$ cat src/hw/rtl/ypco_pkg.sv
`timescale 1ns / 1ps
// ----------------------------------------------------------------------------
// ypco_pkg
// Shared widths, constants, types and the arctangent table for the
// yaw/pitch camera orientation core.
// ----------------------------------------------------------------------------
package ypco_pkg;

    // default build values of the top-level parameters
    localparam int CORDIC_STEPS_DEF = 16;
    localparam int VEC_FRAC_DEF     = 14;

    // configuration port
    localparam int PADDR_W = 4;
    localparam int PDATA_W = 32;

    typedef enum logic [1:0] {
        REG_TURN_GAIN   = 2'd0,
        REG_PITCH_LIMIT = 2'd1,
        REG_EYE_HEIGHT  = 2'd2,
        REG_FWD_OFFSET  = 2'd3
    } reg_idx_t;

    // field widths
    localparam int TG_W    = 12;
    localparam int PL_W    = 15;
    localparam int EH_W    = 16;
    localparam int FO_W    = 16;
    localparam int MOUSE_W = 12;
    localparam int POS_W   = 32;
    localparam int VEC_W   = 16;
    localparam int YAW_W   = 17;
    localparam int PITCH_W = 16;

    // register reset values
    localparam logic [TG_W-1:0] TG_RST = 12'd733;
    localparam logic [PL_W-1:0] PL_RST = 15'd19200;
    localparam logic [EH_W-1:0] EH_RST = 16'd7475;
    localparam logic [FO_W-1:0] FO_RST = 16'd410;

    // angles in 1/256 degree
    localparam int ANGLE_W       = 18;
    localparam int FULL_TURN     = 92160;
    localparam int QUARTER_TURN  = 23040;
    localparam int HALF_TURN     = 46080;
    localparam int THREE_QUARTER = 69120;

    // CORDIC datapath, Q30 values, angles in 1/65536 degree
    localparam int TRIG_W     = 32;
    localparam int ZW         = 25;
    localparam int ATAN_DEPTH = 24;
    localparam int ATAN_W     = 22;
    localparam int STEP_W     = $clog2(ATAN_DEPTH);
    localparam logic signed [TRIG_W-1:0] CORDIC_GAIN = 32'sd652032874;
    localparam logic signed [TRIG_W-1:0] ONE_Q30     = 32'sd1073741824;
    localparam logic signed [TRIG_W-1:0] NEG_ONE_Q30 = -32'sd1073741824;

    localparam int PROD_W = 64;

    localparam longint POS_MAX = 64'sd2147483647;
    localparam longint POS_MIN = -64'sd2147483648;

    typedef struct packed {
        logic [TG_W-1:0] turn_gain;
        logic [PL_W-1:0] pitch_limit;
        logic [EH_W-1:0] eye_height;
        logic [FO_W-1:0] forward_offset;
    } cfg_t;

    typedef struct packed {
        logic signed [TRIG_W-1:0] sin_q;
        logic signed [TRIG_W-1:0] cos_q;
    } trig_t;

    typedef struct packed {
        logic signed [POS_W-1:0] eye_x;
        logic signed [POS_W-1:0] eye_y;
        logic signed [POS_W-1:0] eye_z;
        logic signed [VEC_W-1:0] view_x;
        logic signed [VEC_W-1:0] view_y;
        logic signed [VEC_W-1:0] view_z;
        logic signed [VEC_W-1:0] up_x;
        logic signed [VEC_W-1:0] up_y;
        logic signed [VEC_W-1:0] up_z;
        logic signed [VEC_W-1:0] right_x;
        logic signed [VEC_W-1:0] right_y;
        logic signed [VEC_W-1:0] right_z;
    } res_t;

    // atan(2^-i) in 1/65536 degree
    function automatic logic [ATAN_W-1:0] atan_lut(input logic [STEP_W-1:0] idx);
        logic [ATAN_W-1:0] val;
        case (idx)
            5'd0:    val = 22'd2949120;
            5'd1:    val = 22'd1740967;
            5'd2:    val = 22'd919879;
            5'd3:    val = 22'd466945;
            5'd4:    val = 22'd234379;
            5'd5:    val = 22'd117304;
            5'd6:    val = 22'd58666;
            5'd7:    val = 22'd29335;
            5'd8:    val = 22'd14668;
            5'd9:    val = 22'd7334;
            5'd10:   val = 22'd3667;
            5'd11:   val = 22'd1833;
            5'd12:   val = 22'd917;
            5'd13:   val = 22'd458;
            5'd14:   val = 22'd229;
            5'd15:   val = 22'd115;
            5'd16:   val = 22'd57;
            5'd17:   val = 22'd29;
            5'd18:   val = 22'd14;
            5'd19:   val = 22'd7;
            5'd20:   val = 22'd4;
            5'd21:   val = 22'd2;
            5'd22:   val = 22'd1;
            default: val = 22'd0;
        endcase
        return val;
    endfunction

endpackage

$ cat src/hw/rtl/ypco_if.sv
`timescale 1ns / 1ps
// ----------------------------------------------------------------------------
// ypco_if
// Valid/ready channels of the camera orientation core: mouse motion with
// player position in, eye position and camera basis vectors out.
// ----------------------------------------------------------------------------
interface ypco_in_if;
    import ypco_pkg::*;

    logic                      valid;
    logic                      ready;
    logic signed [MOUSE_W-1:0] mouse_dx;
    logic signed [MOUSE_W-1:0] mouse_dy;
    logic signed [POS_W-1:0]   player_x;
    logic signed [POS_W-1:0]   player_y;
    logic signed [POS_W-1:0]   player_z;

    modport source (
        output valid, mouse_dx, mouse_dy, player_x, player_y, player_z,
        input  ready
    );

    modport sink (
        input  valid, mouse_dx, mouse_dy, player_x, player_y, player_z,
        output ready
    );
endinterface

interface ypco_out_if;
    import ypco_pkg::*;

    logic                    valid;
    logic                    ready;
    logic signed [POS_W-1:0] eye_x;
    logic signed [POS_W-1:0] eye_y;
    logic signed [POS_W-1:0] eye_z;
    logic signed [VEC_W-1:0] view_x;
    logic signed [VEC_W-1:0] view_y;
    logic signed [VEC_W-1:0] view_z;
    logic signed [VEC_W-1:0] up_x;
    logic signed [VEC_W-1:0] up_y;
    logic signed [VEC_W-1:0] up_z;
    logic signed [VEC_W-1:0] right_x;
    logic signed [VEC_W-1:0] right_y;
    logic signed [VEC_W-1:0] right_z;

    modport source (
        output valid, eye_x, eye_y, eye_z, view_x, view_y, view_z,
               up_x, up_y, up_z, right_x, right_y, right_z,
        input  ready
    );

    modport sink (
        input  valid, eye_x, eye_y, eye_z, view_x, view_y, view_z,
               up_x, up_y, up_z, right_x, right_y, right_z,
        output ready
    );
endinterface

$ cat src/hw/rtl/ypco_regs.sv
`timescale 1ns / 1ps
// ----------------------------------------------------------------------------
// ypco_regs
// APB-style configuration registers: turn gain, pitch limit, eye height and
// forward offset.
// ----------------------------------------------------------------------------
module ypco_regs (
    input  logic                           clk,
    input  logic                           rst_n,
    input  logic                           psel,
    input  logic                           penable,
    input  logic                           pwrite,
    input  logic [ypco_pkg::PADDR_W-1:0]   paddr,
    input  logic [ypco_pkg::PDATA_W-1:0]   pwdata,
    output logic [ypco_pkg::PDATA_W-1:0]   prdata,
    output logic                           pready,
    output ypco_pkg::cfg_t                 cfg
);
    import ypco_pkg::*;

    cfg_t     cfg_reg;
    cfg_t     cfg_next;
    reg_idx_t idx;

    assign idx    = reg_idx_t'(paddr[PADDR_W-1:2]);
    assign pready = 1'b1;
    assign cfg    = cfg_reg;

    always_comb
    begin
        cfg_next = cfg_reg;
        if (psel && penable && pwrite)
        begin
            case (idx)
                REG_TURN_GAIN:   cfg_next.turn_gain      = pwdata[TG_W-1:0];
                REG_PITCH_LIMIT: cfg_next.pitch_limit    = pwdata[PL_W-1:0];
                REG_EYE_HEIGHT:  cfg_next.eye_height     = pwdata[EH_W-1:0];
                REG_FWD_OFFSET:  cfg_next.forward_offset = pwdata[FO_W-1:0];
                default:         cfg_next                = cfg_reg;
            endcase
        end
    end

    always_comb
    begin
        case (idx)
            REG_TURN_GAIN:   prdata = PDATA_W'(cfg_reg.turn_gain);
            REG_PITCH_LIMIT: prdata = PDATA_W'(cfg_reg.pitch_limit);
            REG_EYE_HEIGHT:  prdata = PDATA_W'(cfg_reg.eye_height);
            REG_FWD_OFFSET:  prdata = PDATA_W'(cfg_reg.forward_offset);
            default:         prdata = '0;
        endcase
    end

    always_ff @(posedge clk or negedge rst_n)
    begin
        if (!rst_n)
        begin
            cfg_reg.turn_gain      <= TG_RST;
            cfg_reg.pitch_limit    <= PL_RST;
            cfg_reg.eye_height     <= EH_RST;
            cfg_reg.forward_offset <= FO_RST;
        end
        else
        begin
            cfg_reg <= cfg_next;
        end
    end

endmodule

$ cat src/hw/rtl/ypco_mul.sv
`timescale 1ns / 1ps
// ----------------------------------------------------------------------------
// ypco_mul
// Shared 32x32 signed multiplier with a registered product; the product
// holds while the enable is low.
// ----------------------------------------------------------------------------
module ypco_mul (
    input  logic                                clk,
    input  logic                                en,
    input  logic signed [ypco_pkg::TRIG_W-1:0]  op_a,
    input  logic signed [ypco_pkg::TRIG_W-1:0]  op_b,
    output logic signed [ypco_pkg::PROD_W-1:0]  prod
);
    import ypco_pkg::*;

    logic signed [PROD_W-1:0] prod_reg;

    assign prod = prod_reg;

    always_ff @(posedge clk)
    begin
        if (en)
        begin
            prod_reg <= PROD_W'(op_a) * PROD_W'(op_b);
        end
    end

endmodule

$ cat src/hw/rtl/ypco_cordic.sv
`timescale 1ns / 1ps
// ----------------------------------------------------------------------------
// ypco_cordic
// Iterative rotation-mode CORDIC, one micro-rotation per cycle. Reduces the
// angle to the first quadrant and restores the quadrant on the outputs.
// ----------------------------------------------------------------------------
module ypco_cordic #(
    parameter int CORDIC_STEPS = ypco_pkg::CORDIC_STEPS_DEF
) (
    input  logic                                 clk,
    input  logic                                 rst_n,
    input  logic                                 start,
    input  logic signed [ypco_pkg::ANGLE_W-1:0]  angle,
    output logic                                 done,
    output ypco_pkg::trig_t                      trig
);
    import ypco_pkg::*;

    typedef enum logic [1:0] {
        QUAD_0   = 2'd0,
        QUAD_90  = 2'd1,
        QUAD_180 = 2'd2,
        QUAD_270 = 2'd3
    } quad_t;

    localparam logic [STEP_W-1:0] LAST_STEP = STEP_W'(CORDIC_STEPS - 1);

    logic signed [ANGLE_W-1:0] a_wrap;
    logic signed [ANGLE_W-1:0] a_rem;
    quad_t                     quad;
    quad_t                     quad_reg;
    quad_t                     quad_next;
    logic signed [TRIG_W-1:0]  x_reg, x_next, y_reg, y_next;
    logic signed [TRIG_W-1:0]  dx, dy, xc, yc;
    logic signed [ZW-1:0]      z_reg, z_next, atan_z;
    logic [STEP_W-1:0]         step_reg, step_next;
    logic                      busy_reg, busy_next;
    logic                      done_reg, done_next;

    // only one wrap is needed: yaw is 0..360 deg, pitch within +-128 deg
    always_comb
    begin
        if (angle < 0)
            a_wrap = angle + ANGLE_W'(FULL_TURN);
        else if (angle >= ANGLE_W'(FULL_TURN))
            a_wrap = angle - ANGLE_W'(FULL_TURN);
        else
            a_wrap = angle;

        if (a_wrap >= ANGLE_W'(THREE_QUARTER))
        begin
            quad  = QUAD_270;
            a_rem = a_wrap - ANGLE_W'(THREE_QUARTER);
        end
        else if (a_wrap >= ANGLE_W'(HALF_TURN))
        begin
            quad  = QUAD_180;
            a_rem = a_wrap - ANGLE_W'(HALF_TURN);
        end
        else if (a_wrap >= ANGLE_W'(QUARTER_TURN))
        begin
            quad  = QUAD_90;
            a_rem = a_wrap - ANGLE_W'(QUARTER_TURN);
        end
        else
        begin
            quad  = QUAD_0;
            a_rem = a_wrap;
        end
    end

    assign dx     = y_reg >>> step_reg;
    assign dy     = x_reg >>> step_reg;
    assign atan_z = ZW'(atan_lut(step_reg));

    always_comb
    begin
        x_next    = x_reg;
        y_next    = y_reg;
        z_next    = z_reg;
        quad_next = quad_reg;
        step_next = step_reg;
        busy_next = busy_reg;
        done_next = 1'b0;
        if (start)
        begin
            x_next    = CORDIC_GAIN;
            y_next    = '0;
            z_next    = ZW'(a_rem) <<< 8;
            quad_next = quad;
            step_next = '0;
            busy_next = 1'b1;
        end
        else if (busy_reg)
        begin
            if (!z_reg[ZW-1])
            begin
                x_next = x_reg - dx;
                y_next = y_reg + dy;
                z_next = z_reg - atan_z;
            end
            else
            begin
                x_next = x_reg + dx;
                y_next = y_reg - dy;
                z_next = z_reg + atan_z;
            end
            step_next = step_reg + 1'b1;
            if (step_reg == LAST_STEP)
            begin
                busy_next = 1'b0;
                done_next = 1'b1;
            end
        end
    end

    always_comb
    begin
        xc = (x_reg > ONE_Q30) ? ONE_Q30 : ((x_reg < NEG_ONE_Q30) ? NEG_ONE_Q30 : x_reg);
        yc = (y_reg > ONE_Q30) ? ONE_Q30 : ((y_reg < NEG_ONE_Q30) ? NEG_ONE_Q30 : y_reg);
        case (quad_reg)
            QUAD_0:
            begin
                trig.sin_q = yc;
                trig.cos_q = xc;
            end
            QUAD_90:
            begin
                trig.sin_q = xc;
                trig.cos_q = -yc;
            end
            QUAD_180:
            begin
                trig.sin_q = -yc;
                trig.cos_q = -xc;
            end
            default:
            begin
                trig.sin_q = -xc;
                trig.cos_q = yc;
            end
        endcase
    end

    assign done = done_reg;

    always_ff @(posedge clk or negedge rst_n)
    begin
        if (!rst_n)
        begin
            busy_reg <= 1'b0;
            done_reg <= 1'b0;
            step_reg <= '0;
        end
        else
        begin
            busy_reg <= busy_next;
            done_reg <= done_next;
            step_reg <= step_next;
        end
    end

    always_ff @(posedge clk)
    begin
        x_reg    <= x_next;
        y_reg    <= y_next;
        z_reg    <= z_next;
        quad_reg <= quad_next;
    end

endmodule

$ cat src/hw/rtl/yaw_pitch_camera_orientation_core.sv
`timescale 1ns / 1ps
// ----------------------------------------------------------------------------
// yaw_pitch_camera_orientation_core
// First-person camera: accumulates yaw and pitch from mouse motion, places
// the eye and builds the view, up and right vectors.
//
//   channel   dir   handshake          contents
//   motion    in    valid/ready        mouse_dx/dy, player_x/y/z
//   camera    out   valid/ready        eye_x/y/z, view, up, right vectors
//   apb       in    psel/penable       turn_gain, pitch_limit, eye_height,
//                                      forward_offset at 0x0/0x4/0x8/0xC
//
// Each transaction passes through the single CORDIC unit, run for yaw,
// then pitch; the next one is accepted only once its result is loaded
// into the output register and the core has returned to idle.
// Multiplies go one at a time through one shared 32x32 multiplier.
// motion.ready is high only in idle; a finished result waits in the output
// register while the next transaction is taken in and worked on.
// Reset: yaw and pitch zero, previous view (0, 0, 1), registers to defaults.
// ----------------------------------------------------------------------------
module yaw_pitch_camera_orientation_core #(
    parameter int CORDIC_STEPS     = ypco_pkg::CORDIC_STEPS_DEF,
    parameter int VECTOR_FRAC_BITS = ypco_pkg::VEC_FRAC_DEF
) (
    input  logic                           clk,
    input  logic                           rst_n,
    input  logic                           psel,
    input  logic                           penable,
    input  logic                           pwrite,
    input  logic [ypco_pkg::PADDR_W-1:0]   paddr,
    input  logic [ypco_pkg::PDATA_W-1:0]   pwdata,
    output logic [ypco_pkg::PDATA_W-1:0]   prdata,
    output logic                           pready,
    ypco_in_if.sink                        motion,
    ypco_out_if.source                     camera
);
    import ypco_pkg::*;

    typedef enum logic [3:0] {
        ST_IDLE,
        ST_MUL_DX,
        ST_MUL_DY,
        ST_MUL_FX,
        ST_MUL_FZ,
        ST_EYE,
        ST_COR_YAW,
        ST_COR_PITCH,
        ST_MUL_V0,
        ST_MUL_V2,
        ST_MUL_V3,
        ST_MUL_V5,
        ST_OUT
    } state_t;

    localparam int GPROD_W   = 26;  // turn_gain * mouse count
    localparam int YSUM_W    = 19;
    localparam int PSUM_W    = 27;
    localparam int OFF_W     = 34;
    localparam int ESUM_W    = 35;
    localparam int LV_W      = VEC_W + 1;  // holds +1.0 at 15 fraction bits
    localparam int QF        = 30 - VECTOR_FRAC_BITS;
    localparam int PF        = 60 - VECTOR_FRAC_BITS;

    localparam logic signed [PROD_W-1:0] VEC_ONE  = PROD_W'(1) <<< VECTOR_FRAC_BITS;
    localparam logic signed [PROD_W-1:0] VEC_MAX  = 64'sd32767;
    localparam logic signed [PROD_W-1:0] VEC_MIN  = -64'sd32768;
    localparam logic signed [PROD_W-1:0] HALF_P   = PROD_W'(1) <<< (PF - 1);
    localparam logic signed [PROD_W-1:0] HALF_Q   = PROD_W'(1) <<< (QF - 1);
    localparam logic signed [OFF_W-1:0]  EYE_HALF = OFF_W'(1) <<< (VECTOR_FRAC_BITS - 1);

    // clamp to +-1.0, then to the 16-bit range
    function automatic logic signed [VEC_W-1:0] to_vec(input logic signed [PROD_W-1:0] v);
        logic signed [PROD_W-1:0] c;
        c = v;
        if (c > VEC_ONE)
            c = VEC_ONE;
        else if (c < -VEC_ONE)
            c = -VEC_ONE;
        if (c > VEC_MAX)
            c = VEC_MAX;
        else if (c < VEC_MIN)
            c = VEC_MIN;
        return c[VEC_W-1:0];
    endfunction

    function automatic logic signed [VEC_W-1:0] vec_q60(input logic signed [PROD_W-1:0] v);
        logic signed [PROD_W-1:0] r;
        r = (v + HALF_P) >>> PF;
        return to_vec(r);
    endfunction

    function automatic logic signed [VEC_W-1:0] vec_q30(input logic signed [PROD_W-1:0] v);
        logic signed [PROD_W-1:0] r;
        r = (v + HALF_Q) >>> QF;
        return to_vec(r);
    endfunction

    function automatic logic signed [POS_W-1:0] sat_pos(input logic signed [ESUM_W-1:0] s);
        logic signed [ESUM_W-1:0] c;
        c = s;
        if (c > ESUM_W'(POS_MAX))
            c = ESUM_W'(POS_MAX);
        else if (c < ESUM_W'(POS_MIN))
            c = ESUM_W'(POS_MIN);
        return c[POS_W-1:0];
    endfunction

    cfg_t                       cfg;
    trig_t                      trig;
    logic                       cor_start;
    logic                       cor_done;
    logic signed [ANGLE_W-1:0]  cor_angle;

    logic                       mul_en;
    logic signed [TRIG_W-1:0]   mul_a;
    logic signed [TRIG_W-1:0]   mul_b;
    logic signed [PROD_W-1:0]   prod;

    state_t                     state_reg, state_next;
    logic [YAW_W-1:0]           yaw_reg, yaw_next;
    logic signed [PITCH_W-1:0]  pitch_reg, pitch_next;
    logic signed [LV_W-1:0]     lv_x_reg, lv_x_next, lv_z_reg, lv_z_next;
    logic                       out_valid_reg, out_valid_next;

    logic signed [MOUSE_W-1:0]  dx_reg, dy_reg;
    logic signed [POS_W-1:0]    px_reg, py_reg, pz_reg;
    logic signed [POS_W-1:0]    eye_x_reg, eye_y_reg, eye_z_reg;
    logic signed [TRIG_W-1:0]   sy_reg, cy_reg, sp_reg, cp_reg;
    logic signed [VEC_W-1:0]    v0_reg, v2_reg, v3_reg;
    res_t                       res_reg;

    logic                       accept;
    logic                       load_out;
    logic signed [GPROD_W-1:0]  gprod;
    logic signed [YSUM_W-1:0]   yaw_step, yaw_sum, yaw_wrap;
    logic signed [PSUM_W-1:0]   pitch_sum, lim_s;
    logic signed [OFF_W-1:0]    off_full, eye_off;
    logic signed [ESUM_W-1:0]   eye_sum, eh_s, eye_y_sum;
    logic signed [POS_W-1:0]    eye_base;
    logic signed [VEC_W-1:0]    vec_prod;

    ypco_regs u_regs (
        .clk     (clk),
        .rst_n   (rst_n),
        .psel    (psel),
        .penable (penable),
        .pwrite  (pwrite),
        .paddr   (paddr),
        .pwdata  (pwdata),
        .prdata  (prdata),
        .pready  (pready),
        .cfg     (cfg)
    );

    ypco_mul u_mul (
        .clk  (clk),
        .en   (mul_en),
        .op_a (mul_a),
        .op_b (mul_b),
        .prod (prod)
    );

    ypco_cordic #(
        .CORDIC_STEPS (CORDIC_STEPS)
    ) u_cordic (
        .clk   (clk),
        .rst_n (rst_n),
        .start (cor_start),
        .angle (cor_angle),
        .done  (cor_done),
        .trig  (trig)
    );

    assign motion.ready = (state_reg == ST_IDLE);
    assign accept       = motion.valid && (state_reg == ST_IDLE);
    assign load_out     = (state_reg == ST_OUT) && (!out_valid_reg || camera.ready);

    // yaw runs first, pitch starts on the cycle yaw completes
    assign cor_start = (state_reg == ST_EYE) || ((state_reg == ST_COR_YAW) && cor_done);
    assign cor_angle = (state_reg == ST_EYE) ? ANGLE_W'($signed({1'b0, yaw_reg}))
                                             : ANGLE_W'(pitch_reg);

    // operand select for the shared multiplier
    always_comb
    begin
        mul_en = 1'b1;
        mul_a  = '0;
        mul_b  = '0;
        case (state_reg)
            ST_MUL_DX:
            begin
                mul_a = TRIG_W'(cfg.turn_gain);
                mul_b = TRIG_W'(dx_reg);
            end
            ST_MUL_DY:
            begin
                mul_a = TRIG_W'(cfg.turn_gain);
                mul_b = TRIG_W'(dy_reg);
            end
            ST_MUL_FX:
            begin
                mul_a = TRIG_W'(cfg.forward_offset);
                mul_b = TRIG_W'(lv_x_reg);
            end
            ST_MUL_FZ:
            begin
                mul_a = TRIG_W'(cfg.forward_offset);
                mul_b = TRIG_W'(lv_z_reg);
            end
            ST_MUL_V0:
            begin
                mul_a = cp_reg;
                mul_b = sy_reg;
            end
            ST_MUL_V2:
            begin
                mul_a = cp_reg;
                mul_b = cy_reg;
            end
            ST_MUL_V3:
            begin
                mul_a = -sp_reg;
                mul_b = sy_reg;
            end
            ST_MUL_V5:
            begin
                mul_a = -sp_reg;
                mul_b = cy_reg;
            end
            default:
            begin
                mul_en = 1'b0;
            end
        endcase
    end

    // yaw: clamp the step to one turn, wrap once (exactly 360 deg is kept)
    always_comb
    begin
        gprod = prod[GPROD_W-1:0];
        if (gprod > GPROD_W'(FULL_TURN))
            yaw_step = YSUM_W'(FULL_TURN);
        else if (gprod < GPROD_W'(-FULL_TURN))
            yaw_step = YSUM_W'(-FULL_TURN);
        else
            yaw_step = YSUM_W'(gprod);
        yaw_sum = YSUM_W'($signed({1'b0, yaw_reg})) + yaw_step;
        if (yaw_sum > YSUM_W'(FULL_TURN))
            yaw_wrap = yaw_sum - YSUM_W'(FULL_TURN);
        else if (yaw_sum < 0)
            yaw_wrap = yaw_sum + YSUM_W'(FULL_TURN);
        else
            yaw_wrap = yaw_sum;
    end

    assign pitch_sum = PSUM_W'(pitch_reg) + PSUM_W'(gprod);
    assign lim_s     = PSUM_W'(cfg.pitch_limit);

    // eye offset along the previous view, x then z through the same adder
    assign off_full  = OFF_W'(prod);
    assign eye_off   = (off_full + EYE_HALF) >>> VECTOR_FRAC_BITS;
    assign eye_base  = (state_reg == ST_MUL_FZ) ? px_reg : pz_reg;
    assign eye_sum   = ESUM_W'(eye_base) + ESUM_W'(eye_off);
    assign eh_s      = ESUM_W'(cfg.eye_height);
    assign eye_y_sum = ESUM_W'(py_reg) + eh_s;

    assign vec_prod  = vec_q60(prod);

    always_comb
    begin
        state_next     = state_reg;
        yaw_next       = yaw_reg;
        pitch_next     = pitch_reg;
        lv_x_next      = lv_x_reg;
        lv_z_next      = lv_z_reg;
        out_valid_next = out_valid_reg;
        if (camera.ready)
            out_valid_next = 1'b0;
        case (state_reg)
            ST_IDLE:
            begin
                if (motion.valid)
                    state_next = ST_MUL_DX;
            end
            ST_MUL_DX:
            begin
                state_next = ST_MUL_DY;
            end
            ST_MUL_DY:
            begin
                yaw_next   = yaw_wrap[YAW_W-1:0];
                state_next = ST_MUL_FX;
            end
            ST_MUL_FX:
            begin
                // a move that would pass the limit leaves pitch unchanged
                if ((pitch_sum <= lim_s) && (pitch_sum >= -lim_s))
                    pitch_next = pitch_sum[PITCH_W-1:0];
                state_next = ST_MUL_FZ;
            end
            ST_MUL_FZ:
            begin
                state_next = ST_EYE;
            end
            ST_EYE:
            begin
                state_next = ST_COR_YAW;
            end
            ST_COR_YAW:
            begin
                if (cor_done)
                    state_next = ST_COR_PITCH;
            end
            ST_COR_PITCH:
            begin
                if (cor_done)
                    state_next = ST_MUL_V0;
            end
            ST_MUL_V0:
            begin
                state_next = ST_MUL_V2;
            end
            ST_MUL_V2:
            begin
                state_next = ST_MUL_V3;
            end
            ST_MUL_V3:
            begin
                state_next = ST_MUL_V5;
            end
            ST_MUL_V5:
            begin
                state_next = ST_OUT;
            end
            ST_OUT:
            begin
                if (load_out)
                begin
                    out_valid_next = 1'b1;
                    lv_x_next      = LV_W'(v0_reg);
                    lv_z_next      = LV_W'(v2_reg);
                    state_next     = ST_IDLE;
                end
            end
            default:
            begin
                state_next = ST_IDLE;
            end
        endcase
    end

    always_ff @(posedge clk or negedge rst_n)
    begin
        if (!rst_n)
        begin
            state_reg     <= ST_IDLE;
            yaw_reg       <= '0;
            pitch_reg     <= '0;
            lv_x_reg      <= '0;
            lv_z_reg      <= LV_W'(VEC_ONE);
            out_valid_reg <= 1'b0;
        end
        else
        begin
            state_reg     <= state_next;
            yaw_reg       <= yaw_next;
            pitch_reg     <= pitch_next;
            lv_x_reg      <= lv_x_next;
            lv_z_reg      <= lv_z_next;
            out_valid_reg <= out_valid_next;
        end
    end

    always_ff @(posedge clk)
    begin
        if (accept)
        begin
            dx_reg <= motion.mouse_dx;
            dy_reg <= motion.mouse_dy;
            px_reg <= motion.player_x;
            py_reg <= motion.player_y;
            pz_reg <= motion.player_z;
        end
        if (state_reg == ST_MUL_FZ)
            eye_x_reg <= sat_pos(eye_sum);
        if (state_reg == ST_EYE)
        begin
            eye_z_reg <= sat_pos(eye_sum);
            eye_y_reg <= sat_pos(eye_y_sum);
        end
        if ((state_reg == ST_COR_YAW) && cor_done)
        begin
            sy_reg <= trig.sin_q;
            cy_reg <= trig.cos_q;
        end
        if ((state_reg == ST_COR_PITCH) && cor_done)
        begin
            sp_reg <= trig.sin_q;
            cp_reg <= trig.cos_q;
        end
        if (state_reg == ST_MUL_V2)
            v0_reg <= vec_prod;
        if (state_reg == ST_MUL_V3)
            v2_reg <= vec_prod;
        if (state_reg == ST_MUL_V5)
            v3_reg <= vec_prod;
        if (load_out)
        begin
            res_reg.eye_x   <= eye_x_reg;
            res_reg.eye_y   <= eye_y_reg;
            res_reg.eye_z   <= eye_z_reg;
            res_reg.view_x  <= v0_reg;
            res_reg.view_y  <= vec_q30(PROD_W'(sp_reg));
            res_reg.view_z  <= v2_reg;
            res_reg.up_x    <= v3_reg;
            res_reg.up_y    <= vec_q30(PROD_W'(cp_reg));
            res_reg.up_z    <= vec_prod;
            res_reg.right_x <= vec_q30(-PROD_W'(cy_reg));
            res_reg.right_y <= '0;
            res_reg.right_z <= vec_q30(PROD_W'(sy_reg));
        end
    end

    assign camera.valid   = out_valid_reg;
    assign camera.eye_x   = res_reg.eye_x;
    assign camera.eye_y   = res_reg.eye_y;
    assign camera.eye_z   = res_reg.eye_z;
    assign camera.view_x  = res_reg.view_x;
    assign camera.view_y  = res_reg.view_y;
    assign camera.view_z  = res_reg.view_z;
    assign camera.up_x    = res_reg.up_x;
    assign camera.up_y    = res_reg.up_y;
    assign camera.up_z    = res_reg.up_z;
    assign camera.right_x = res_reg.right_x;
    assign camera.right_y = res_reg.right_y;
    assign camera.right_z = res_reg.right_z;

endmodule

$ cat src/flat_wrapper.sv
// flat-port wrapper written by rule: the top's interface ports become plain ports
module yaw_pitch_camera_orientation_core_flat import ypco_pkg::*;
#(
    parameter int CORDIC_STEPS     = ypco_pkg::CORDIC_STEPS_DEF,
    parameter int VECTOR_FRAC_BITS = ypco_pkg::VEC_FRAC_DEF
)
  (clk, rst_n, psel, penable, pwrite, paddr, pwdata, prdata, pready, motion_valid, motion_mouse_dx, motion_mouse_dy, motion_player_x, motion_player_y, motion_player_z, motion_ready, camera_valid, camera_eye_x, camera_eye_y, camera_eye_z, camera_view_x, camera_view_y, camera_view_z, camera_up_x, camera_up_y, camera_up_z, camera_right_x, camera_right_y, camera_right_z, camera_ready);
  ypco_in_if motion_i ();
  ypco_out_if camera_i ();
  input  logic clk;
  input  logic rst_n;
  input  logic psel;
  input  logic penable;
  input  logic pwrite;
  input  logic [ypco_pkg::PADDR_W-1:0] paddr;
  input  logic [ypco_pkg::PDATA_W-1:0] pwdata;
  output logic [ypco_pkg::PDATA_W-1:0] prdata;
  output logic pready;
  input wire logic [$bits(motion_i.valid)-1:0] motion_valid;
  input wire logic [$bits(motion_i.mouse_dx)-1:0] motion_mouse_dx;
  input wire logic [$bits(motion_i.mouse_dy)-1:0] motion_mouse_dy;
  input wire logic [$bits(motion_i.player_x)-1:0] motion_player_x;
  input wire logic [$bits(motion_i.player_y)-1:0] motion_player_y;
  input wire logic [$bits(motion_i.player_z)-1:0] motion_player_z;
  output wire logic [$bits(motion_i.ready)-1:0] motion_ready;
  output wire logic [$bits(camera_i.valid)-1:0] camera_valid;
  output wire logic [$bits(camera_i.eye_x)-1:0] camera_eye_x;
  output wire logic [$bits(camera_i.eye_y)-1:0] camera_eye_y;
  output wire logic [$bits(camera_i.eye_z)-1:0] camera_eye_z;
  output wire logic [$bits(camera_i.view_x)-1:0] camera_view_x;
  output wire logic [$bits(camera_i.view_y)-1:0] camera_view_y;
  output wire logic [$bits(camera_i.view_z)-1:0] camera_view_z;
  output wire logic [$bits(camera_i.up_x)-1:0] camera_up_x;
  output wire logic [$bits(camera_i.up_y)-1:0] camera_up_y;
  output wire logic [$bits(camera_i.up_z)-1:0] camera_up_z;
  output wire logic [$bits(camera_i.right_x)-1:0] camera_right_x;
  output wire logic [$bits(camera_i.right_y)-1:0] camera_right_y;
  output wire logic [$bits(camera_i.right_z)-1:0] camera_right_z;
  input wire logic [$bits(camera_i.ready)-1:0] camera_ready;
  assign motion_i.valid = motion_valid;
  assign motion_i.mouse_dx = motion_mouse_dx;
  assign motion_i.mouse_dy = motion_mouse_dy;
  assign motion_i.player_x = motion_player_x;
  assign motion_i.player_y = motion_player_y;
  assign motion_i.player_z = motion_player_z;
  assign motion_ready = motion_i.ready;
  assign camera_valid = camera_i.valid;
  assign camera_eye_x = camera_i.eye_x;
  assign camera_eye_y = camera_i.eye_y;
  assign camera_eye_z = camera_i.eye_z;
  assign camera_view_x = camera_i.view_x;
  assign camera_view_y = camera_i.view_y;
  assign camera_view_z = camera_i.view_z;
  assign camera_up_x = camera_i.up_x;
  assign camera_up_y = camera_i.up_y;
  assign camera_up_z = camera_i.up_z;
  assign camera_right_x = camera_i.right_x;
  assign camera_right_y = camera_i.right_y;
  assign camera_right_z = camera_i.right_z;
  assign camera_i.ready = camera_ready;
  yaw_pitch_camera_orientation_core #(.CORDIC_STEPS(CORDIC_STEPS), .VECTOR_FRAC_BITS(VECTOR_FRAC_BITS)) u_core (.clk(clk), .rst_n(rst_n), .psel(psel), .penable(penable), .pwrite(pwrite), .paddr(paddr), .pwdata(pwdata), .prdata(prdata), .pready(pready), .motion(motion_i), .camera(camera_i));
endmodule
$ cat config.mk
export PLATFORM = sky130hd
export DESIGN_NAME = yaw_pitch_camera_orientation_core_flat
export DESIGN_NICKNAME = d
export VERILOG_FILES = /design/src/hw/rtl/ypco_pkg.sv /design/src/hw/rtl/ypco_if.sv /design/src/hw/rtl/ypco_regs.sv /design/src/hw/rtl/ypco_mul.sv /design/src/hw/rtl/ypco_cordic.sv /design/src/hw/rtl/yaw_pitch_camera_orientation_core.sv /design/src/flat_wrapper.sv
export SDC_FILE = /design/constraint.sdc
export NUM_CORES = 2
export LEC_CHECK = 0
export BUFFER_PORTS_ARGS = -buffer_cell sky130_fd_sc_hd__buf_4
export CORE_ASPECT_RATIO = 0.8
export CORE_MARGIN = 3
export CORE_UTILIZATION = 58
export DETAILED_ROUTE_END_ITERATION = 10
export PLACE_DENSITY = 0.79
export REMOVE_ABC_BUFFERS = 1
export SYNTH_ARGS = -nofsm -noshare
export SYNTH_HDL_FRONTEND = slang
export SYNTH_HIERARCHICAL = 1
export SYNTH_SLANG_ARGS = --single-unit
$ cat constraint.sdc
create_clock -name clk -period 10.2 [get_ports clk]
set_input_delay 1.53 -clock clk [delete_from_list [all_inputs] [get_ports clk]]
set_output_delay 1.53 -clock clk [all_outputs]
set_load 0.005 [all_outputs]
* Yosys cells after proc, flatten, opt, wreduce, memory -nomap -nowiden
Memory sizes are Yosys's and may differ from the RTL's.
Cells that the tools add are included.
** Word-level totals
- Register bits :: 907
- Memory bits (read-only) :: 704
- Input port bits :: 163
- Output and inout port bits :: 275
- Word-level logic and storage cells :: 235
- Memories :: 1
** Operators by class
- Add/subtract/negate cells :: 29
- $mul :: 1
- $lt $le $gt $ge :: 39
- Equality and inequality tests :: 22
- Shifts and indexed selects :: 2
- Multiplexer cells :: 66
- Reduce and logical (&&, ||, !) cells :: 29
** Memories
- (name not given) :: depth 32, width 22, read ports 1, clocked after memory_dff 0, wr ports 0, RTL line ypco_pkg.sv:93 : case (idx)
** Operator list (number)
- two-way mux 64 bit :: 14
- greater-than comparator 64 x 16 -> 1 bit (second input constant) :: 5
- less-than comparator 64 x 16 -> 1 bit (second input constant) :: 5
- two-way mux 32 bit :: 10
- one-hot mux 32 bit (4 select lines) :: 2
- one-hot mux 32 bit (6 select lines) :: 1
- one-hot mux 64 bit (3 select lines) :: 1
- adder 32 x 17 -> 33 bit (second input constant) :: 3
- two-way mux 16 bit :: 6
- negation 32 bit :: 3
- two-way mux 17 bit :: 5
- two-way mux 25 bit :: 3
- greater-than comparator 33 x 32 -> 1 bit (second input constant) :: 2
- less-than comparator 33 x 32 -> 1 bit (second input constant) :: 2
- adder 32 bit :: 2
- adder 64 x 17 -> 64 bit (second input constant) :: 1
- adder 64 x 47 -> 64 bit (second input constant) :: 1
- greater-than comparator 32 bit (second input constant) :: 2
- less-than comparator 32 x 31 -> 1 bit (second input constant) :: 2
- multiplier 32 x 32 -> 64 bit :: 1
- negation 32 -> 64 bit :: 1
- >>> shifter 32 x 5 -> 32 bit :: 2
- subtractor 32 bit :: 2
- two-way mux 18 bit :: 3
- other kinds (54) :: 109

* Logic depth before layout (Yosys ltp)
- Depth in word-level cells :: 10
- Mapped depth :: 38

* Hierarchy
The synthesis kept the hierarchy.
** Modules (own cells, without submodules)
- ypco_mul :: times used 1, cells an instance 4117, area an instance 38738.4 um2, sequential area each 1921.8 um2
- yaw_pitch_camera_orientation_core :: times used 1, cells an instance 2752, area an instance 33716.1 um2, sequential area each 20250.7 um2
- ypco_cordic :: times used 1, cells an instance 2459, area an instance 18695.4 um2, sequential area each 2187.1 um2
- ypco_regs :: times used 1, cells an instance 172, area an instance 2880.3 um2, sequential area each 1506.4 um2

* Worst setup path after synthesis
Ideal clock, no wire load.
- Kind :: register to register
- Start :: register u_core.state_reg[0]
- End :: register u_core.u_mul.prod_reg[63] (netlist: u_core/u_mul/prod[63]), data pin
- Library setup time :: 280 ps
- Arrival :: 10531 ps
- Required time :: 9920 ps
- Setup slack :: -611 ps
- Cell stages (with the launch flop) :: 36
- Buffers on the path :: 6
- Clock period less this slack :: 10811 ps
- Cell sequence :: dfrtp_1 buf_2 or2_2 clkbuf_1 nor2_1 clkbuf_1 clkbuf_1 a22oi_1 nand3_1 clkbuf_1 nand2_1 inv_1 fa_1 inv_1 fa_1 inv_1 fa_1 fa_1 inv_1 fa_1 inv_1 fa_1 inv_1 fa_1 fa_1 inv_1 ha_1 clkbuf_1 and3_1 a21oi_1 o21ai_0 a21o_1 and2_1 nand2b_1 a21oi_1 o211ai_1
** Between the ends
- Longest elaborated chain between the ends :: 4
- Elaborated cells on any way between the ends :: 17
- Classes of those cells :: mul: 1; eq/ne: 8; mux: 2; reduce/logical: 6
** Ends and longest elaborated chain
- start, declared :: RTL line yaw_pitch_camera_orientation_core.sv:119 : state_t state_reg, state_next;
- start signal, assigned :: RTL line yaw_pitch_camera_orientation_core.sv:365 : state_reg <= state_next;
- equality test 4 bit :: RTL line yaw_pitch_camera_orientation_core.sv:189 : case (state_reg)
- OR reduction 2 bit (no source line)
- one-hot mux 32 bit (6 select lines) (*) :: RTL line yaw_pitch_camera_orientation_core.sv:189
- named net u_core.mul_b[5] :: RTL line yaw_pitch_camera_orientation_core.sv:116 : logic signed [TRIG_W-1:0] mul_b;
- multiplier 32 x 32 -> 64 bit (*) :: RTL line ypco_mul.sv:24 : prod_reg <= PROD_W'(op_a) * PROD_W'(op_b);
- end signal, assigned :: RTL line ypco_mul.sv:24
- end, declared :: RTL line ypco_mul.sv:16 : logic signed [PROD_W-1:0] prod_reg;
Mark *: on every way through the listed nets, which the timed path passes. The rest lies on a longest branch.
A chain may end at the register's enable or synchronous reset.

* Worst setup path after layout
- Start :: register u_core.sp_reg[4]
- End :: register u_core.u_mul.prod_reg[63] (netlist: u_core/u_mul/prod[63]), data pin
** Between the ends
- Longest elaborated chain between the ends :: 3
** Ends and longest elaborated chain
- start, declared :: RTL line yaw_pitch_camera_orientation_core.sv:128 : logic signed [TRIG_W-1:0] sy_reg, cy_reg, sp_reg, cp_reg;
- start signal, assigned :: RTL line yaw_pitch_camera_orientation_core.sv:398 : sp_reg <= trig.sin_q;
- negation 32 bit :: RTL line yaw_pitch_camera_orientation_core.sv:222, yaw_pitch_camera_orientation_core.sv:227
- one-hot mux 32 bit (4 select lines) :: RTL line yaw_pitch_camera_orientation_core.sv:189
- named net u_core.mul_a[30] :: RTL line yaw_pitch_camera_orientation_core.sv:115 : logic signed [TRIG_W-1:0] mul_a;
- multiplier 32 x 32 -> 64 bit :: RTL line ypco_mul.sv:24
The timed path passes the listed nets, and every way through them passes these cells.

==> key figures <==
Setup path
  • Worst EP arrival: 10,860 ps
  • R2R setup slack: -110 ps
  • Reg-to-reg startpoint: u_core/sp_reg[4]
  • Worst path slowest cell: or4_4
  • Worst Path Required: 10,750 ps
  • Critical path capture point type: flop
  • Setup crit end: u_core/u_mul/prod[63]
  • Crit. Startpoint: u_core/sp_reg[4]
  • Worst setup SP type: flop
  • Worst reg2reg path depth: 39
  • WS Path Type: reg2reg
  • Crit-path max FO: 4
  • Critical path's most frequent cell: fa_1
  • RR Endpoint: u_core/u_mul/prod[63]
  • Slowest stage delay, CP: 570 ps

Timing
  • Max-slew violations: 0
  • Final Setup Violations: 6
  • Hold Vio Cnt, Final: 0
  • Final setup margin: -109 ps
  • RSZ-0062 raised after global routing: true
  • Final Skew: 47.0 ps
  • Worst Max-Slew Pin Slew: 1420 ps
  • FMAX: 0.0970 GHz
  • Final period utilization: 101%
  • Min Tclk post-route: 10,310 ps
  • Rel. slew slack: 4.18%

Clocking
  • Clock root cell: clkbuf_16
  • Clk sinks: 896
  • CTS HTree Levels: 3
  • Hold_buf cts: 0
  • Clock Tree Buf Depth: 3
  • CTS tree: yes
  • CTS Buf Count: 92
  • Worst-path clk slew: 60 ps
  • Clk Latency, worst-skew pair: 740 ps

GRT
  • Largest net degree at the start of global routing: 159
  • Vias in the first global route: 74.1k
  • GRT Total Usage: 35.2%
  • Antenna violations before repair: 17
  • Congestion Overflow GR: 0
  • First-pass GRT wire length: 444 mm

Placement
  • GPL Wtd Cong: 1.03
  • Pre-CTS WS: -750 ps
  • DP Wirelength: 230 mm
  • Port bufs: 386
  • DP Area: 101,000 um2
  • # placed instances: 11.9k

Floorplanning
  • Io pins: 438
  • Row cnt: 131
  • Die Span X: 455 um
  • Die area: 166,000 um2
  • Die height: 365 um
  • Core Footprint: 160,000 um2
  • Initial Util: 58.5%

Route
  • DRC: 0
  • Detailed Route WL: 295 mm
  • Vias: 74.2k
  • Iteration-0 DRC Markers: 8,590
  • Pre-antenna DRT Iters: 7
  • Via-to-Cell Ratio: 6.11
  • Wire per inst: 24.3 um
  • ANT nets after route: 0

Finish
  • Post-layout util: 66.1%
  • # nets final: 11.6k
  • Area Overhead vs Synth: 13.0%
  • Layout cell share with drive strength beyond 1: 16.5%
  • Fin cells: 12.1k
  • Max reg flops: 59
  • Cell area after layout: 106,000 um2

Synth
  • Yosys warns: 6
  • Syn avg cell area: 9.88 um2
  • Mapped cell area: 93,500 um2
  • Post-Synthesis Cells: 9,459

Run
  • # Max-Cap Violations: 0

Outcome
  • Failing checks: negative setup slack
  • Outcome: finished with violations

Hold path
  • HP Class: reg2reg
layer usage:
metal  share of wire, %  vias to the layer above  global-route usage (%)  wire (um)
met5                  0                        -                       0          0
met2                 46                     4098                    54.8     135000
met1                 38                    36900                    46.3     112000
li1                   -                    32500                       -          -
met4                6.7                        0                    20.1      19800
met3                9.7                      716                    6.73      28700
layout by cell type (no fill, tap or decap), types with 50 or more instances in the layout:
| master | instances |
|---|---|
| buf_4 | 823 |
| dfxtp_1 | 72 |
| dfrtp_1 | 105 |
| o21ai_0 | 254 |
| nand4_1 | 50 |
| nor2_1 | 477 |
| mux2_2 | 132 |
| clkbuf_16 | 95 |
| ha_1 | 418 |
| xor2_1 | 156 |
| a21oi_1 | 369 |
| nand2_1 | 1015 |
| fa_1 | 1068 |
| and3_1 | 72 |
| a31oi_1 | 69 |
| edfxtp_1 | 688 |
| and2_1 | 562 |
| a22oi_1 | 57 |
| nor3_1 | 105 |
| nand3_1 | 171 |
| inv_1 | 1231 |
| mux4_2 | 86 |
| a21o_1 | 152 |
| mux2i_1 | 117 |
| nor4_1 | 52 |
| nand2b_1 | 52 |
| xnor2_1 | 316 |
worst max-delay path, delay by kind of cell (launching register included):
kind | cells | cell delay [ps]
xor+xnor | 1 | 130
simple gates | 9 | 2410
fa+ha+maj | 9 | 4230
buf+inv | 10 | 1070
compound gates | 9 | 1780
mux | 1 | 90
flops | 1 | 380
worst min path at each step:
stage | startpoint | end | slack (ps) | depth (start not counted)
CTS | u_core/eye_z_reg[15] | u_core/camera.eye_z[15] | 400 | 0
global placement | u_core/eye_y_reg[31] | u_core/camera.eye_y[31] | 400 | 0
floorplan | u_core/eye_x_reg[0] | u_core/camera.eye_x[0] | 400 | 0
finish | u_core/v3_reg[7] | u_core/camera.up_x[7] | 390 | 0
detailed placement | u_core/eye_y_reg[20] | u_core/camera.eye_y[20] | 400 | 0
global route | u_core/eye_z_reg[15] | u_core/camera.eye_z[15] | 390 | 0
area by class of cell:
| type | count | area, um2 |
|---|---|---|
| Multi-Input combinational cell | 6754 | 62000 |
| Fill cell | 12100 | 54200 |
| Timing Repair Buffer | 889 | 7260 |
| Sequential cell | 896 | 25500 |
| Inverter | 1284 | 4840 |
| Tap cell | 2128 | 2660 |
| Antenna cell | 16 | 40.0 |
| Clock inverter | 67 | 922 |
| Clock buffer | 106 | 2400 |
metrics by stage:
| step | TNS, ps | hold WS [ps] |
|---|---|---|
| floorplan | -97690 | 400 |
| global placement | -5440 | 401 |
| detailed placement | -7920 | 405 |
| CTS | -24.2 | 400 |
| global route | -3540 | 394 |
| finish | -314 | 395 |
repair_timing:
item                                   4_1_cts  5_1_grt
cloned                                       0        2
pin swaps                                   27      176
endpoints found under the hold margin        0        0
buffers inserted                            13       37
gates resized for setup                     74      200
setup endpoints to repair                   18       18
Power is left out: the tool's default activity adds up to more than one toggle a clock period on the data nets, which glitch-free logic cannot reach.
